[config.mk]
export PLATFORM = sky130hd
export DESIGN_NAME = source_line_of_code_counter_flat
export DESIGN_NICKNAME = d
export VERILOG_FILES = /design/src/hdl/slc_pkg.sv /design/src/hdl/slc_if.sv /design/src/hdl/source_line_of_code_counter.sv /design/src/flat_wrapper.sv
export SDC_FILE = /design/constraint.sdc
export NUM_CORES = 1
export LEC_CHECK = 0
export ABC_AREA = 1
export BUFFER_PORTS_ARGS = -buffer_cell sky130_fd_sc_hd__buf_2
export CAP_MARGIN = 20
export CELL_PAD_IN_SITES_DETAIL_PLACEMENT = 0
export CELL_PAD_IN_SITES_GLOBAL_PLACEMENT = 1
export CORE_AREA = 2 2 247 249
export CTS_BUF_LIST = sky130_fd_sc_hd__clkbuf_8
export DETAILED_ROUTE_END_ITERATION = 16
export DIE_AREA = 0 0 249 251
export HOLD_SLACK_MARGIN = 0.1
export PLACE_DENSITY_LB_ADDON = 0.15
export SLEW_MARGIN = 20
export SYNTH_ARGS = -nofsm -noshare
export SYNTH_HDL_FRONTEND = slang
export SYNTH_SLANG_ARGS = --single-unit
[constraint.sdc]
create_clock -name clk -period 5.65 [get_ports clk]
set_clock_uncertainty 0.1 [all_clocks]
set_input_delay 1.13 -clock clk [delete_from_list [all_inputs] [get_ports clk]]
set_output_delay 1.13 -clock clk [all_outputs]
set_load 0.03 [all_outputs]
[src/hdl/slc_pkg.sv]
// Shared types, character codes and result codes for the source line counter.
package slc_pkg;

	localparam int unsigned COUNT_WIDTH_DEF = 24;

	typedef enum logic [3:0] {
		LS_NEW_LINE       = 4'd0,
		LS_NEW_LINE_NC    = 4'd1,
		LS_POS_COMMENT    = 4'd2,
		LS_LINE_COMMENT   = 4'd3,
		LS_BLOCK_COMMENT  = 4'd4,
		LS_POS_END_COMM   = 4'd5,
		LS_END_COMMENT    = 4'd6,
		LS_DIRECTIVE      = 4'd7,
		LS_CODE           = 4'd8,
		LS_OPEN_BRACE     = 4'd9,
		LS_CLOSE_BRACE1   = 4'd10,
		LS_CLOSE_BRACE2   = 4'd11,
		LS_POS_EOL        = 4'd12,
		LS_TRAIL_COMMENT  = 4'd13
	} line_state_t;

	typedef enum logic [1:0] {
		FS_NONE     = 2'd0,
		FS_POSSIBLE = 2'd1,
		FS_INSIDE   = 2'd2
	} func_state_t;

	localparam logic KIND_BYTE = 1'b0;
	localparam logic KIND_END  = 1'b1;

	localparam logic RK_RECORD  = 1'b0;
	localparam logic RK_SUMMARY = 1'b1;

	localparam logic [7:0] CH_SLASH  = 8'h2F;
	localparam logic [7:0] CH_HASH   = 8'h23;
	localparam logic [7:0] CH_LBRACE = 8'h7B;
	localparam logic [7:0] CH_RBRACE = 8'h7D;
	localparam logic [7:0] CH_SEMI   = 8'h3B;
	localparam logic [7:0] CH_STAR   = 8'h2A;
	localparam logic [7:0] CH_NL     = 8'h0A;
	localparam logic [7:0] CH_TAB    = 8'h09;
	localparam logic [7:0] CH_SPACE  = 8'h20;
	localparam logic [7:0] CH_CR     = 8'h0D;

endpackage

[src/hdl/slc_if.sv]
// Valid/ready channels for source bytes and counter results.
interface slc_item_if;
	logic       valid;
	logic       ready;
	logic       kind;
	logic [7:0] byte_value;

	modport source (output valid, output kind, output byte_value, input ready);
	modport sink   (input valid, input kind, input byte_value, output ready);
endinterface

interface slc_result_if #(
	parameter int unsigned COUNT_WIDTH = slc_pkg::COUNT_WIDTH_DEF
);
	logic                   valid;
	logic                   ready;
	logic                   result_kind;
	logic [COUNT_WIDTH-1:0] function_lines;
	logic [COUNT_WIDTH-1:0] function_total;
	logic [COUNT_WIDTH-1:0] lines_in_functions;
	logic [COUNT_WIDTH-1:0] program_lines;
	logic                   last;

	modport source (output valid, output result_kind, output function_lines,
		output function_total, output lines_in_functions, output program_lines,
		output last, input ready);
	modport sink (input valid, input result_kind, input function_lines,
		input function_total, input lines_in_functions, input program_lines,
		input last, output ready);
endinterface

[src/hdl/source_line_of_code_counter.sv]
// Source line counter: byte-wise C comment/brace machine with line and function totals.
// One request (a source byte or an end-of-stream marker) is taken every clock cycle.
// A request is held in an input register while the character machine, the line
// rules and the saturating counters update; any function record or summary it
// causes goes into a four-entry result queue, and a result is visible once its
// request has passed the input register and been written into the queue. A request
// causes at most two results; the input stalls only while the queue has fewer than
// two free entries, i.e. when the result side holds off. The end-of-stream summary
// returns every counter and state to its reset value, so the next stream starts clean.
module source_line_of_code_counter #(
	parameter int unsigned COUNT_WIDTH = slc_pkg::COUNT_WIDTH_DEF
) (
	input  logic                clk,
	input  logic                arst_n,
	slc_item_if.sink            item,
	slc_result_if.source        result
);

	typedef struct packed {
		logic                   result_kind;
		logic [COUNT_WIDTH-1:0] function_lines;
		logic [COUNT_WIDTH-1:0] function_total;
		logic [COUNT_WIDTH-1:0] lines_in_functions;
		logic [COUNT_WIDTH-1:0] program_lines;
		logic                   last;
	} res_t;

	function automatic logic [COUNT_WIDTH-1:0] sat_inc(input logic [COUNT_WIDTH-1:0] v);
		return (&v) ? v : COUNT_WIDTH'(v + 1'b1);
	endfunction

	function automatic slc_pkg::line_state_t next_ls(input slc_pkg::line_state_t s,
			input logic [7:0] c);
		slc_pkg::line_state_t n;
		logic ws;
		ws = (c == slc_pkg::CH_SPACE) || ((c >= slc_pkg::CH_TAB) && (c <= slc_pkg::CH_CR));
		unique case (s)
			slc_pkg::LS_NEW_LINE_NC: n = slc_pkg::LS_NEW_LINE_NC;
			slc_pkg::LS_POS_COMMENT: begin
				if (c == slc_pkg::CH_SLASH)
					n = slc_pkg::LS_LINE_COMMENT;
				else if (c == slc_pkg::CH_STAR)
					n = slc_pkg::LS_BLOCK_COMMENT;
				else
					n = slc_pkg::LS_NEW_LINE_NC;
			end
			slc_pkg::LS_LINE_COMMENT:
				n = (c == slc_pkg::CH_NL) ? slc_pkg::LS_NEW_LINE_NC : slc_pkg::LS_LINE_COMMENT;
			slc_pkg::LS_BLOCK_COMMENT:
				n = (c == slc_pkg::CH_STAR) ? slc_pkg::LS_POS_END_COMM : slc_pkg::LS_BLOCK_COMMENT;
			slc_pkg::LS_POS_END_COMM: begin
				if (c == slc_pkg::CH_SLASH)
					n = slc_pkg::LS_END_COMMENT;
				else if (c == slc_pkg::CH_STAR)
					n = slc_pkg::LS_POS_END_COMM;
				else
					n = slc_pkg::LS_BLOCK_COMMENT;
			end
			slc_pkg::LS_END_COMMENT: n = slc_pkg::LS_NEW_LINE_NC;
			slc_pkg::LS_DIRECTIVE:
				n = (c == slc_pkg::CH_NL) ? slc_pkg::LS_NEW_LINE : slc_pkg::LS_DIRECTIVE;
			slc_pkg::LS_CODE: begin
				if (c == slc_pkg::CH_RBRACE)
					n = slc_pkg::LS_CLOSE_BRACE2;
				else if ((c == slc_pkg::CH_LBRACE) || (c == slc_pkg::CH_SEMI))
					n = slc_pkg::LS_POS_EOL;
				else
					n = slc_pkg::LS_CODE;
			end
			slc_pkg::LS_OPEN_BRACE: begin
				if (c == slc_pkg::CH_NL)
					n = slc_pkg::LS_NEW_LINE;
				else if (c == slc_pkg::CH_RBRACE)
					n = slc_pkg::LS_CLOSE_BRACE2;
				else
					n = slc_pkg::LS_CODE;
			end
			slc_pkg::LS_CLOSE_BRACE1:
				n = (c == slc_pkg::CH_NL) ? slc_pkg::LS_NEW_LINE_NC : slc_pkg::LS_CLOSE_BRACE2;
			slc_pkg::LS_CLOSE_BRACE2:
				n = (c == slc_pkg::CH_SEMI) ? slc_pkg::LS_POS_EOL : slc_pkg::LS_CODE;
			slc_pkg::LS_POS_EOL: begin
				if (c == slc_pkg::CH_NL)
					n = slc_pkg::LS_NEW_LINE;
				else if ((c == slc_pkg::CH_SPACE) || (c == slc_pkg::CH_TAB))
					n = slc_pkg::LS_POS_EOL;
				else if (c == slc_pkg::CH_SLASH)
					n = slc_pkg::LS_TRAIL_COMMENT;
				else
					n = slc_pkg::LS_CODE;
			end
			slc_pkg::LS_TRAIL_COMMENT:
				n = (c == slc_pkg::CH_NL) ? slc_pkg::LS_NEW_LINE : slc_pkg::LS_TRAIL_COMMENT;
			default: begin
				// new line, and the two unused codes
				if (c == slc_pkg::CH_NL)
					n = slc_pkg::LS_NEW_LINE_NC;
				else if (ws)
					n = slc_pkg::LS_NEW_LINE;
				else if (c == slc_pkg::CH_SLASH)
					n = slc_pkg::LS_POS_COMMENT;
				else if (c == slc_pkg::CH_HASH)
					n = slc_pkg::LS_DIRECTIVE;
				else if (c == slc_pkg::CH_LBRACE)
					n = slc_pkg::LS_OPEN_BRACE;
				else if (c == slc_pkg::CH_RBRACE)
					n = slc_pkg::LS_CLOSE_BRACE1;
				else
					n = slc_pkg::LS_CODE;
			end
		endcase
		return n;
	endfunction

	// input register
	logic       valid_s1;
	logic       kind_s1;
	logic [7:0] byte_s1;

	// counter state
	slc_pkg::line_state_t   line_state_q, line_state_d;
	slc_pkg::func_state_t   func_state_q, func_state_d;
	logic [7:0]             first_char_q, first_char_d;
	logic                   line_open_q, line_open_d;
	logic [COUNT_WIDTH-1:0] cur_lines_q, cur_lines_d;
	logic [COUNT_WIDTH-1:0] funcs_q, funcs_d;
	logic [COUNT_WIDTH-1:0] func_sum_q, func_sum_d;
	logic [COUNT_WIDTH-1:0] prog_sum_q, prog_sum_d;

	// result queue
	res_t       queue_q [4];
	logic [1:0] wr_ptr_q;
	logic [1:0] rd_ptr_q;
	logic [2:0] count_q;

	logic       go;
	logic       pop;
	logic       is_byte;
	logic       do_end;
	logic       is_letter;
	logic       rec;
	logic [7:0] fc;
	logic [1:0] n_wr;
	res_t       w0, w1;
	res_t       rec_res, sum_res;

	slc_pkg::line_state_t   ls_a, ls_e;
	slc_pkg::func_state_t   fs_e;
	logic [COUNT_WIDTH-1:0] cl_e, ff_e, fsum_e, psum_e;

	assign go         = valid_s1 && (count_q <= 3'd2);
	assign item.ready = !valid_s1 || go;
	assign pop        = result.valid && result.ready;

	always_ff @(posedge clk or negedge arst_n) begin
		if (!arst_n) begin
			valid_s1 <= 1'b0;
		end else if (item.ready) begin
			valid_s1 <= item.valid;
		end
	end

	always_ff @(posedge clk) begin
		if (item.valid && item.ready) begin
			kind_s1 <= item.kind;
			byte_s1 <= item.byte_value;
		end
	end

	always_comb begin
		is_byte = (kind_s1 == slc_pkg::KIND_BYTE);
		fc      = (is_byte && !line_open_q) ? byte_s1 : first_char_q;
		ls_a    = is_byte ? next_ls(line_state_q, byte_s1) : line_state_q;
		do_end  = is_byte ? (byte_s1 == slc_pkg::CH_NL) : line_open_q;
		is_letter = ((fc >= 8'h41) && (fc <= 8'h5A)) || ((fc >= 8'h61) && (fc <= 8'h7A));

		// line rules
		fs_e   = func_state_q;
		cl_e   = cur_lines_q;
		ff_e   = funcs_q;
		fsum_e = func_sum_q;
		psum_e = prog_sum_q;
		ls_e   = ls_a;
		if (is_letter) begin
			fs_e = slc_pkg::FS_POSSIBLE;
			cl_e = '0;
		end
		if (fs_e == slc_pkg::FS_POSSIBLE) begin
			if (fc == slc_pkg::CH_LBRACE) begin
				fs_e = slc_pkg::FS_INSIDE;
				ff_e = sat_inc(funcs_q);
			end else if (fc == slc_pkg::CH_RBRACE) begin
				fs_e = slc_pkg::FS_NONE;
			end
		end
		if (ls_a == slc_pkg::LS_NEW_LINE) begin
			psum_e = sat_inc(prog_sum_q);
			if (fs_e == slc_pkg::FS_INSIDE) begin
				cl_e   = sat_inc(cl_e);
				fsum_e = sat_inc(func_sum_q);
			end
		end
		if (ls_a == slc_pkg::LS_NEW_LINE_NC)
			ls_e = slc_pkg::LS_NEW_LINE;
		rec = do_end && (fs_e == slc_pkg::FS_INSIDE) && (fc == slc_pkg::CH_RBRACE);

		rec_res.result_kind        = slc_pkg::RK_RECORD;
		rec_res.function_lines     = cl_e;
		rec_res.function_total     = ff_e;
		rec_res.lines_in_functions = fsum_e;
		rec_res.program_lines      = psum_e;
		rec_res.last               = is_byte;

		sum_res.result_kind        = slc_pkg::RK_SUMMARY;
		sum_res.function_lines     = '0;
		sum_res.function_total     = do_end ? ff_e : funcs_q;
		sum_res.lines_in_functions = do_end ? fsum_e : func_sum_q;
		sum_res.program_lines      = do_end ? psum_e : prog_sum_q;
		sum_res.last               = 1'b1;

		if (rec) begin
			w0   = rec_res;
			w1   = sum_res;
			n_wr = is_byte ? 2'd1 : 2'd2;
		end else begin
			w0   = sum_res;
			w1   = sum_res;
			n_wr = is_byte ? 2'd0 : 2'd1;
		end

		// next state
		if (!is_byte) begin
			line_state_d = slc_pkg::LS_NEW_LINE;
			func_state_d = slc_pkg::FS_NONE;
			first_char_d = '0;
			line_open_d  = 1'b0;
			cur_lines_d  = '0;
			funcs_d      = '0;
			func_sum_d   = '0;
			prog_sum_d   = '0;
		end else if (do_end) begin
			line_state_d = ls_e;
			func_state_d = rec ? slc_pkg::FS_NONE : fs_e;
			first_char_d = fc;
			line_open_d  = 1'b0;
			cur_lines_d  = rec ? '0 : cl_e;
			funcs_d      = ff_e;
			func_sum_d   = fsum_e;
			prog_sum_d   = psum_e;
		end else begin
			line_state_d = ls_a;
			func_state_d = func_state_q;
			first_char_d = fc;
			line_open_d  = 1'b1;
			cur_lines_d  = cur_lines_q;
			funcs_d      = funcs_q;
			func_sum_d   = func_sum_q;
			prog_sum_d   = prog_sum_q;
		end
	end

	always_ff @(posedge clk or negedge arst_n) begin
		if (!arst_n) begin
			line_state_q <= slc_pkg::LS_NEW_LINE;
			func_state_q <= slc_pkg::FS_NONE;
			first_char_q <= '0;
			line_open_q  <= 1'b0;
			cur_lines_q  <= '0;
			funcs_q      <= '0;
			func_sum_q   <= '0;
			prog_sum_q   <= '0;
		end else if (go) begin
			line_state_q <= line_state_d;
			func_state_q <= func_state_d;
			first_char_q <= first_char_d;
			line_open_q  <= line_open_d;
			cur_lines_q  <= cur_lines_d;
			funcs_q      <= funcs_d;
			func_sum_q   <= func_sum_d;
			prog_sum_q   <= prog_sum_d;
		end
	end

	always_ff @(posedge clk) begin
		if (go && (n_wr != 2'd0))
			queue_q[wr_ptr_q] <= w0;
		if (go && (n_wr == 2'd2))
			queue_q[2'(wr_ptr_q + 2'd1)] <= w1;
	end

	always_ff @(posedge clk or negedge arst_n) begin
		if (!arst_n) begin
			wr_ptr_q <= '0;
			rd_ptr_q <= '0;
			count_q  <= '0;
		end else begin
			if (go)
				wr_ptr_q <= 2'(wr_ptr_q + n_wr);
			if (pop)
				rd_ptr_q <= 2'(rd_ptr_q + 2'd1);
			count_q <= 3'(count_q + (go ? {1'b0, n_wr} : 3'd0) - {2'b00, pop});
		end
	end

	assign result.valid              = (count_q != 3'd0);
	assign result.result_kind        = queue_q[rd_ptr_q].result_kind;
	assign result.function_lines     = queue_q[rd_ptr_q].function_lines;
	assign result.function_total     = queue_q[rd_ptr_q].function_total;
	assign result.lines_in_functions = queue_q[rd_ptr_q].lines_in_functions;
	assign result.program_lines      = queue_q[rd_ptr_q].program_lines;
	assign result.last               = queue_q[rd_ptr_q].last;

endmodule

[src/flat_wrapper.sv]
// flat-port wrapper written by rule: the top's interface ports become plain ports
module source_line_of_code_counter_flat 
#(
	parameter int unsigned COUNT_WIDTH = slc_pkg::COUNT_WIDTH_DEF
)
  (clk, arst_n, item_valid, item_kind, item_byte_value, item_ready, result_valid, result_result_kind, result_function_lines, result_function_total, result_lines_in_functions, result_program_lines, result_last, result_ready);
  slc_item_if item_i ();
  slc_result_if #(.COUNT_WIDTH(COUNT_WIDTH)) result_i ();
  input  logic clk;
  input  logic arst_n;
  input wire logic [$bits(item_i.valid)-1:0] item_valid;
  input wire logic [$bits(item_i.kind)-1:0] item_kind;
  input wire logic [$bits(item_i.byte_value)-1:0] item_byte_value;
  output wire logic [$bits(item_i.ready)-1:0] item_ready;
  output wire logic [$bits(result_i.valid)-1:0] result_valid;
  output wire logic [$bits(result_i.result_kind)-1:0] result_result_kind;
  output wire logic [$bits(result_i.function_lines)-1:0] result_function_lines;
  output wire logic [$bits(result_i.function_total)-1:0] result_function_total;
  output wire logic [$bits(result_i.lines_in_functions)-1:0] result_lines_in_functions;
  output wire logic [$bits(result_i.program_lines)-1:0] result_program_lines;
  output wire logic [$bits(result_i.last)-1:0] result_last;
  input wire logic [$bits(result_i.ready)-1:0] result_ready;
  assign item_i.valid = item_valid;
  assign item_i.kind = item_kind;
  assign item_i.byte_value = item_byte_value;
  assign item_ready = item_i.ready;
  assign result_valid = result_i.valid;
  assign result_result_kind = result_i.result_kind;
  assign result_function_lines = result_i.function_lines;
  assign result_function_total = result_i.function_total;
  assign result_lines_in_functions = result_i.lines_in_functions;
  assign result_program_lines = result_i.program_lines;
  assign result_last = result_i.last;
  assign result_i.ready = result_ready;
  source_line_of_code_counter #(.COUNT_WIDTH(COUNT_WIDTH)) u_core (.clk(clk), .arst_n(arst_n), .item(item_i), .result(result_i));
endmodule
==> metrics, run 1 <==
DRC 0; Post-synth EDFFs 297; Tightest Hold Check Type flop to flop; RSZ-0062 raised after global routing no; cts hold-fix bufs 0; Rows 90; fin. max-slew vios 0; vias 22.2k; Post-CTS Resized 0; vias per cell 5.49; worst-margin pin slew 1110 ps; final wirelength 78000 µm; die height between 200 and 300 µm; final core utilization 48.6%; area of the die 62500 µm²; Core ar. 59800 µm²; Max-Cap Viols 0; normalized max-slew margin between 20% and 30%; post-synthesis area per instance ~8.4 µm²; clk root buf clkbuf_8; outcome finished clean; Pwr Density about 490 nW/µm²; clk buf depth 3; Remaining Overflow, GRT 0; largest cells by area after synthesis edfxtp_1 34%, dfrtp_1 11%, nand2_1 9.4%; Setup crit start kind flop; initial antenna violation count 1; Max Fclk 196 MHz; Critical Path AT 5520 ps; # Post-CTS Setup Buffers 0; Yosys warnings 0; Post-DRT Antenna Nets 0; sw power 6.55 mW; Max Fanout on Critical Path 63; crit-path cells nor2_4, nand2_1, o21ai_1, nand2_1, nor2_2, nand2_1, clkinv_2, nand2_1, nand2_2, nand2_2, or2_1, nor2_4, inv_1, ha_1, nor2_1, inv_1, nor3_2, clkinv_1, nand2_4, clkinv_2, buf_12, nor2_1; slowest CP cell edfxtp_1; Initial DRC Count 1542; # nets final 3211; first-pass GRT wire length 123000 µm; Post-Synthesis Cells 3121; total track usage 25.0%; largest net degree at the start of global routing 96; clock-pin slew on the worst setup and hold paths approximately 60 ps; Pint 7.58 mW; sequential area share after synthesis 53.5%; Comb pwr share 42.9%; leak pwr around 11 nW; synthesized cell area 26100 µm²; share of cells above drive strength 1 between 10% and 20%; HPWL Detailed 47600 µm; final setup fails 0; die width 249 µm; Pre-Repair DR Iteration Count 5; setup_tns 0 ps; Final period util 90.3%; Flop pwr share 34.2%; CTS Sinks 520; share of total power in the clock network between 20% and 30%; minimum clock period 5100 ps; Synth area leader edfxtp_1; dominant synthesized flop cell edfxtp_1; syn_nets 3146; global placer's final weighted congestion 0.906; top-area cell type share of the netlist area between 30% and 40%; total CTS buffers 88; max incr delay on CP between 600 and 700 ps; H-tree depth 3; Yosys cell types 53; Synth-to-Final Area Change 11.3%; crit path kind flop to flop; IO buf count about 110; Post-synth ARST share a little under a quarter; Clock Latency Late Sink 680 ps; vias in the first global route 21.9k; WL per Instance 19.3 µm; CP endpoint kind flop; final hold viol count 0; CTS tree yes; total design power 14.1 mW; initial core utilization 43.7%; Top Ports 113; most used cell, CP nand2_1; worst IR drop on VDD 0.000368 V; Yosys reg bits 520; sw frac between 40 and 50%; required time worst endpoint 6070 ps
-- sequential cells by signal, indices dropped and copies added, names as in the netlist --
signal and flops:
u_core.count_q 3, u_core.wr_ptr_q 2, u_core.func_sum_q 24, u_core.cur_lines_q 24, u_core.first_char_q 8, u_core.prog_sum_q 24
u_core.valid_s1 1, u_core.byte_s1 8, u_core.func_state_q 2, u_core.rd_ptr_q 2, u_core.queue_q 392, u_core.kind_s1 1
u_core.line_state_q 4, u_core.line_open_q 1, u_core.funcs_q 24
-- kinds of logic after synthesis --
group / count (synthesis) / synth area share [%]
simple gates: 1543 / 25.1
compound gates: 590 / 12.5
flops: 520 / 53.5
buf+inv: 382 / 5.78
xor+xnor: 74 / 2.48
fa+ha+maj: 12 / 0.604
-- cells in the mapped netlist, types with 5 or more instances --
cell	count
nand2_1	651
nor2_1	544
nor3_1	45
o21ai_1	25
clkbuf_1	150
or2_1	8
o21ai_0	311
buf_1	9
ha_1	11
nand3b_1	6
o22ai_1	128
nand2_2	8
nor2_2	9
dfrtp_1	119
nand3_1	140
a21oi_1	75
buf_6	5
buf_2	12
inv_1	188
nand4_1	66
nor4_1	16
o211ai_1	36
inv_2	9
xor2_1	66
edfxtp_1	297
nor2_4	5
xnor2_1	8
nand3_2	8
dfxtp_1	104
and2_1	23
-- metrics by stage --
step | cells | setup slack [ps] | area (µm²) | hold slack [ps]
final | 4043 | 546 | 29100 | 347
after global routing | 4042 | 112 | 29000 | 365
after CTS | 4040 | 587 | 29000 | 350
after detailed placement | 3878 | 608 | 27400 | 335
after global placement | 3878 | 710 | 27400 | 333
after floorplan | 3121 | 79.5 | 26100 | 321
-- routing by layer --
metal | vias up | wire [µm] | GRT usage (%)
met2 | 652 | 36100 | 40.6
li1 | 10700 | - | -
met4 | 0 | 1740 | 8.03
met3 | 106 | 4530 | 3.64
met5 | - | 0 | 0
met1 | 10700 | 35600 | 34.5
-- worst max-delay path: cells and delay by family (launching register included) --
| kind | cells | cell delay [ps] |
|---|---|---|
| compound gates | 1 | 120 |
| flops | 1 | 610 |
| buf+inv | 6 | 1530 |
| simple gates | 14 | 2230 |
| fa+ha+maj | 1 | 170 |
-- power by group through the flow --
stage	logic (mW)	registers, mW	clock network (mW)
final	6.06	4.83	3.24
after detailed placement	6.08	4.90	0
after floorplan	4.20	4.73	0
after CTS	6.09	4.83	3.32
after global routing	6.60	4.88	3.48
after global placement	6.02	4.89	0
-- placed cells by master, fill, tap and decap left out, types with 3 or more instances in the layout --
cell and count:
nor2_2 8, ha_1 11, nor2_4 8, clkbuf_8 100, nand2_4 6, o21ai_2 3
nor4_1 16, nand3b_1 6, nor3_2 4, clkinv_2 16, dfxtp_1 104, o211ai_1 36
xnor2_1 8, nand3_1 140, buf_2 111, inv_2 7, clkinv_1 18, or2_2 4
nor3_1 41, a21oi_1 75, dfrtp_1 117, edfxtp_1 297, nor2_1 542, o21ai_1 24
nand2_2 8, buf_4 37, nand4_1 66, and2_1 23, o22ai_1 128, xor2_1 66
diode_2 3, buf_12 5, nand2_1 647, a22o_1 3, or2_1 8, o21ai_0 311
clkinvlp_4 4, inv_1 216, nand3_2 8
-- final timing paths --
check | slack, ps | end | from | cells after the start
setup / recovery | 550 | u_core.queue_q[0][8]$_DFFE_PP_ | u_core.kind_s1$_DFFE_PP_ | 22
hold / removal | 350 | u_core.queue_q[1][86]$_SDFFE_PP0P_ | u_core.queue_q[1][86]$_SDFFE_PP0P_ | 2
setup reg to reg | 550 | u_core.queue_q[0][8]$_DFFE_PP_ | u_core.kind_s1$_DFFE_PP_ | 22
hold reg to reg | 350 | u_core.queue_q[1][86]$_SDFFE_PP0P_ | u_core.queue_q[1][86]$_SDFFE_PP0P_ | 2
max in group asynchronous | 3810 | u_core.func_sum_q[6]$_DFFE_PN0P_ | arst_n | 2
min in group asynchronous | 420 | u_core.cur_lines_q[12]$_DFFE_PN0P_ | arst_n | 1
-- final cells by class --
cell class                 instances  area (µm²)
sequential                       520       14000
tap                              782         978
antenna                            3        7.51
multi-input combinational       2219       10700
clock inverter                    62         293
clock buffer                     100        1380
inverter                         203         776
fill                            5789       30700
timing repair buffer             154         945
(Power assumes the default switching activity.)
==> run 2, diff against run 1 <==
Settings changed: CORE_AREA 2 2 247 249 to 2 2 202 304, DIE_AREA 0 0 249 251 to 0 0 204 306.
==> run 2 against run 1 <==
Sequential cell count stayed put; total power rose by 0.62%; critical path depth fell by 1; worst setup slack better by 160 ps; maximum frequency rose by 3.2%; utilization fell by 0.077 points; critical endpoint is now u_core.queue_q[3][9]$_DFFE_PP_; largest cell class unchanged.
==> metrics, run 2 (synthesis results as in run 1) <==
Max Fanout on Critical Path 43; Critical Path AT 5170 ps; Clock Latency Late Sink between 700 and 800 ps; Max-Cap Viols 0; minimum clock period slightly below 5000 ps; vias 22.5k; worst IR drop on VDD 0.000287 V; final wirelength between 80000 and 90000 µm; CTS tree yes; Max Fclk 202 MHz; vias per cell 5.57; Final period util 87.5%; global placer's final weighted congestion roughly 0.89; R2R Setup Slk 710 ps; IO buf count 112; total design power ~14 mW; RSZ-0062 raised after global routing no; sequential cell area 14000 µm²; Initial DRC Count 1382; met3 wire length 3740 µm; Top Layer Used met4; area of the multi-input gates 10700 µm²; commonest non-fill, non-tap cells in the layout 647 x nand2_1, 542 x nor2_1, 311 x o21ai_0, 297 x edfxtp_1, 218 x inv_1; vias in the first global route 22.4k; share of cells above drive strength 1 a little over a tenth; Synth-to-Final Area Change 11.0%; Remaining Overflow, GRT 0; Post-DRT Antenna Nets 0; first-pass GRT wire length 128000 µm; WL per Instance between 20 and 25 µm; cts hold-fix bufs 0; outcome finished clean; R2R Path End u_core.queue_q[3][9]$_DFFE_PP_; Tightest Hold Check Type flop to flop; final setup fails 0; initial antenna violation count 1; largest net degree at the start of global routing 91; required time worst endpoint slightly below 6000 ps; total CTS buffers 82; die height 306 µm; total track usage a little over a quarter; clock-pin slew on the worst setup and hold paths 60 ps; number of fill cells between 5k and 6k; crit path kind flop to flop; Pre-Repair DR Iteration Count 5; min-delay src u_core.queue_q[2][83]$_SDFFE_PP0P_; Biggest register u_core.queue_q; leak pwr 11.3 nW; # nets final 3206; CTS Sinks 520; final hold viol count 0; Top Ports 113; reg2reg start u_core.kind_s1$_DFFE_PP_; Rows 110; max FFs per register ~390; Hold Path End u_core.queue_q[2][83]$_SDFFE_PP0P_; fin. max-slew vios 0; Setup crit start kind flop; clk root buf clkbuf_8; setup_tns 0 ps; CP endpoint kind flop; die width 204 µm; # Post-CTS Setup Buffers 0; HPWL Detailed 53200 µm; initial core utilization 43.7%; H-tree depth 3; leading cell type in the layout, fill and taps excluded nand2_1; met2 wire len 44100 µm; Pwr Density 491 nW/µm²; clk buf depth 3; DRC 0; worst-margin pin slew ~1100 ps; Hold Path Stages 2; Post-CTS Resized 0; Worst Reg-to-Reg Cells 21; Core ar. around 60000 µm²; area of the die 62400 µm²; normalized max-slew margin 26.0%; WL met1 31700 µm
[run 2: cell count changes in the layout (fill, tap and decap cells not counted), moves of 3 or more]
cell       previous run  this run
bufinv_16             1         4
clkbuf_8            100        92
clkinv_1             18        12
clkinv_2             16         8
buf_4                37        43
buf_12                5         1
inv_2                 7        11
[run 2: per-layer routing]
layer	vias up	GRT usage, %
met5	-	0
met4	0	11.2
met3	156	3.61
met2	654	49.5
met1	11000	29.9
li1	10700	-
[run 2: layout make-up]
type | count | area share [%]
tap | 784 | 3.39
multi-input combinational | 2219 | 36.9
clock buffer | 92 | 4.37
timing repair buffer | 155 | 3.10
sequential | 520 | 48.3
inverter | 203 | 2.66
clock inverter | 61 | 1.31
antenna | 1 | 0.00864
[run 2: worst max path at each step]
stage	slack, ps	start	endpoint
CTS	680	u_core.kind_s1$_DFFE_PP_	u_core.queue_q[3][9]$_DFFE_PP_
finish	710	u_core.kind_s1$_DFFE_PP_	u_core.queue_q[3][9]$_DFFE_PP_
floorplan	80	u_core.kind_s1$_DFFE_PP_	u_core.queue_q[1][43]$_DFFE_PP_
global placement	700	u_core.kind_s1$_DFFE_PP_	u_core.queue_q[3][4]$_DFFE_PP_
global route	290	u_core.kind_s1$_DFFE_PP_	u_core.queue_q[3][9]$_DFFE_PP_
detailed placement	710	u_core.kind_s1$_DFFE_PP_	u_core.queue_q[3][7]$_DFFE_PP_
[run 2: power by group]
| group | leakage (nW) | internal, mW | switching, mW |
|---|---|---|---|
| combinational | 5.12 | 1.42 | 4.71 |
| sequential | 5.19 | 4.48 | 0.354 |
| clock | 0.944 | 1.69 | 1.58 |
[run 2: critical path, cell delays in order (launching register included)]
cell and delay, ps:
edfxtp_1 620, nor2_4 350, nand2_1 110, nand2_1 170, nand3_1 100, nor2_1 90, nand2_1 120, clkinv_2 190
nand2_1 90, nand2_2 70, nand2_2 50, or2_1 230, nor2_4 100, inv_1 50, ha_1 170, nor2_1 110
inv_1 130, nor3_2 150, inv_1 220, nand2_4 110, buf_4 500, buf_4 620
[run 2: stage by stage]
stage | hold WS (ps) | instance area, µm² | instances | setup WS, ps | util, %
detailed placement | 334 | 27300 | 3881 | 713 | 45.7
global route | 359 | 29000 | 4035 | 293 | 48.5
CTS | 350 | 29000 | 4034 | 679 | 48.5
finish | 348 | 29000 | 4035 | 705 | 48.5
floorplan | 321 | 26100 | 3121 | 79.5 | -
global placement | 331 | 27300 | 3881 | 697 | 45.7
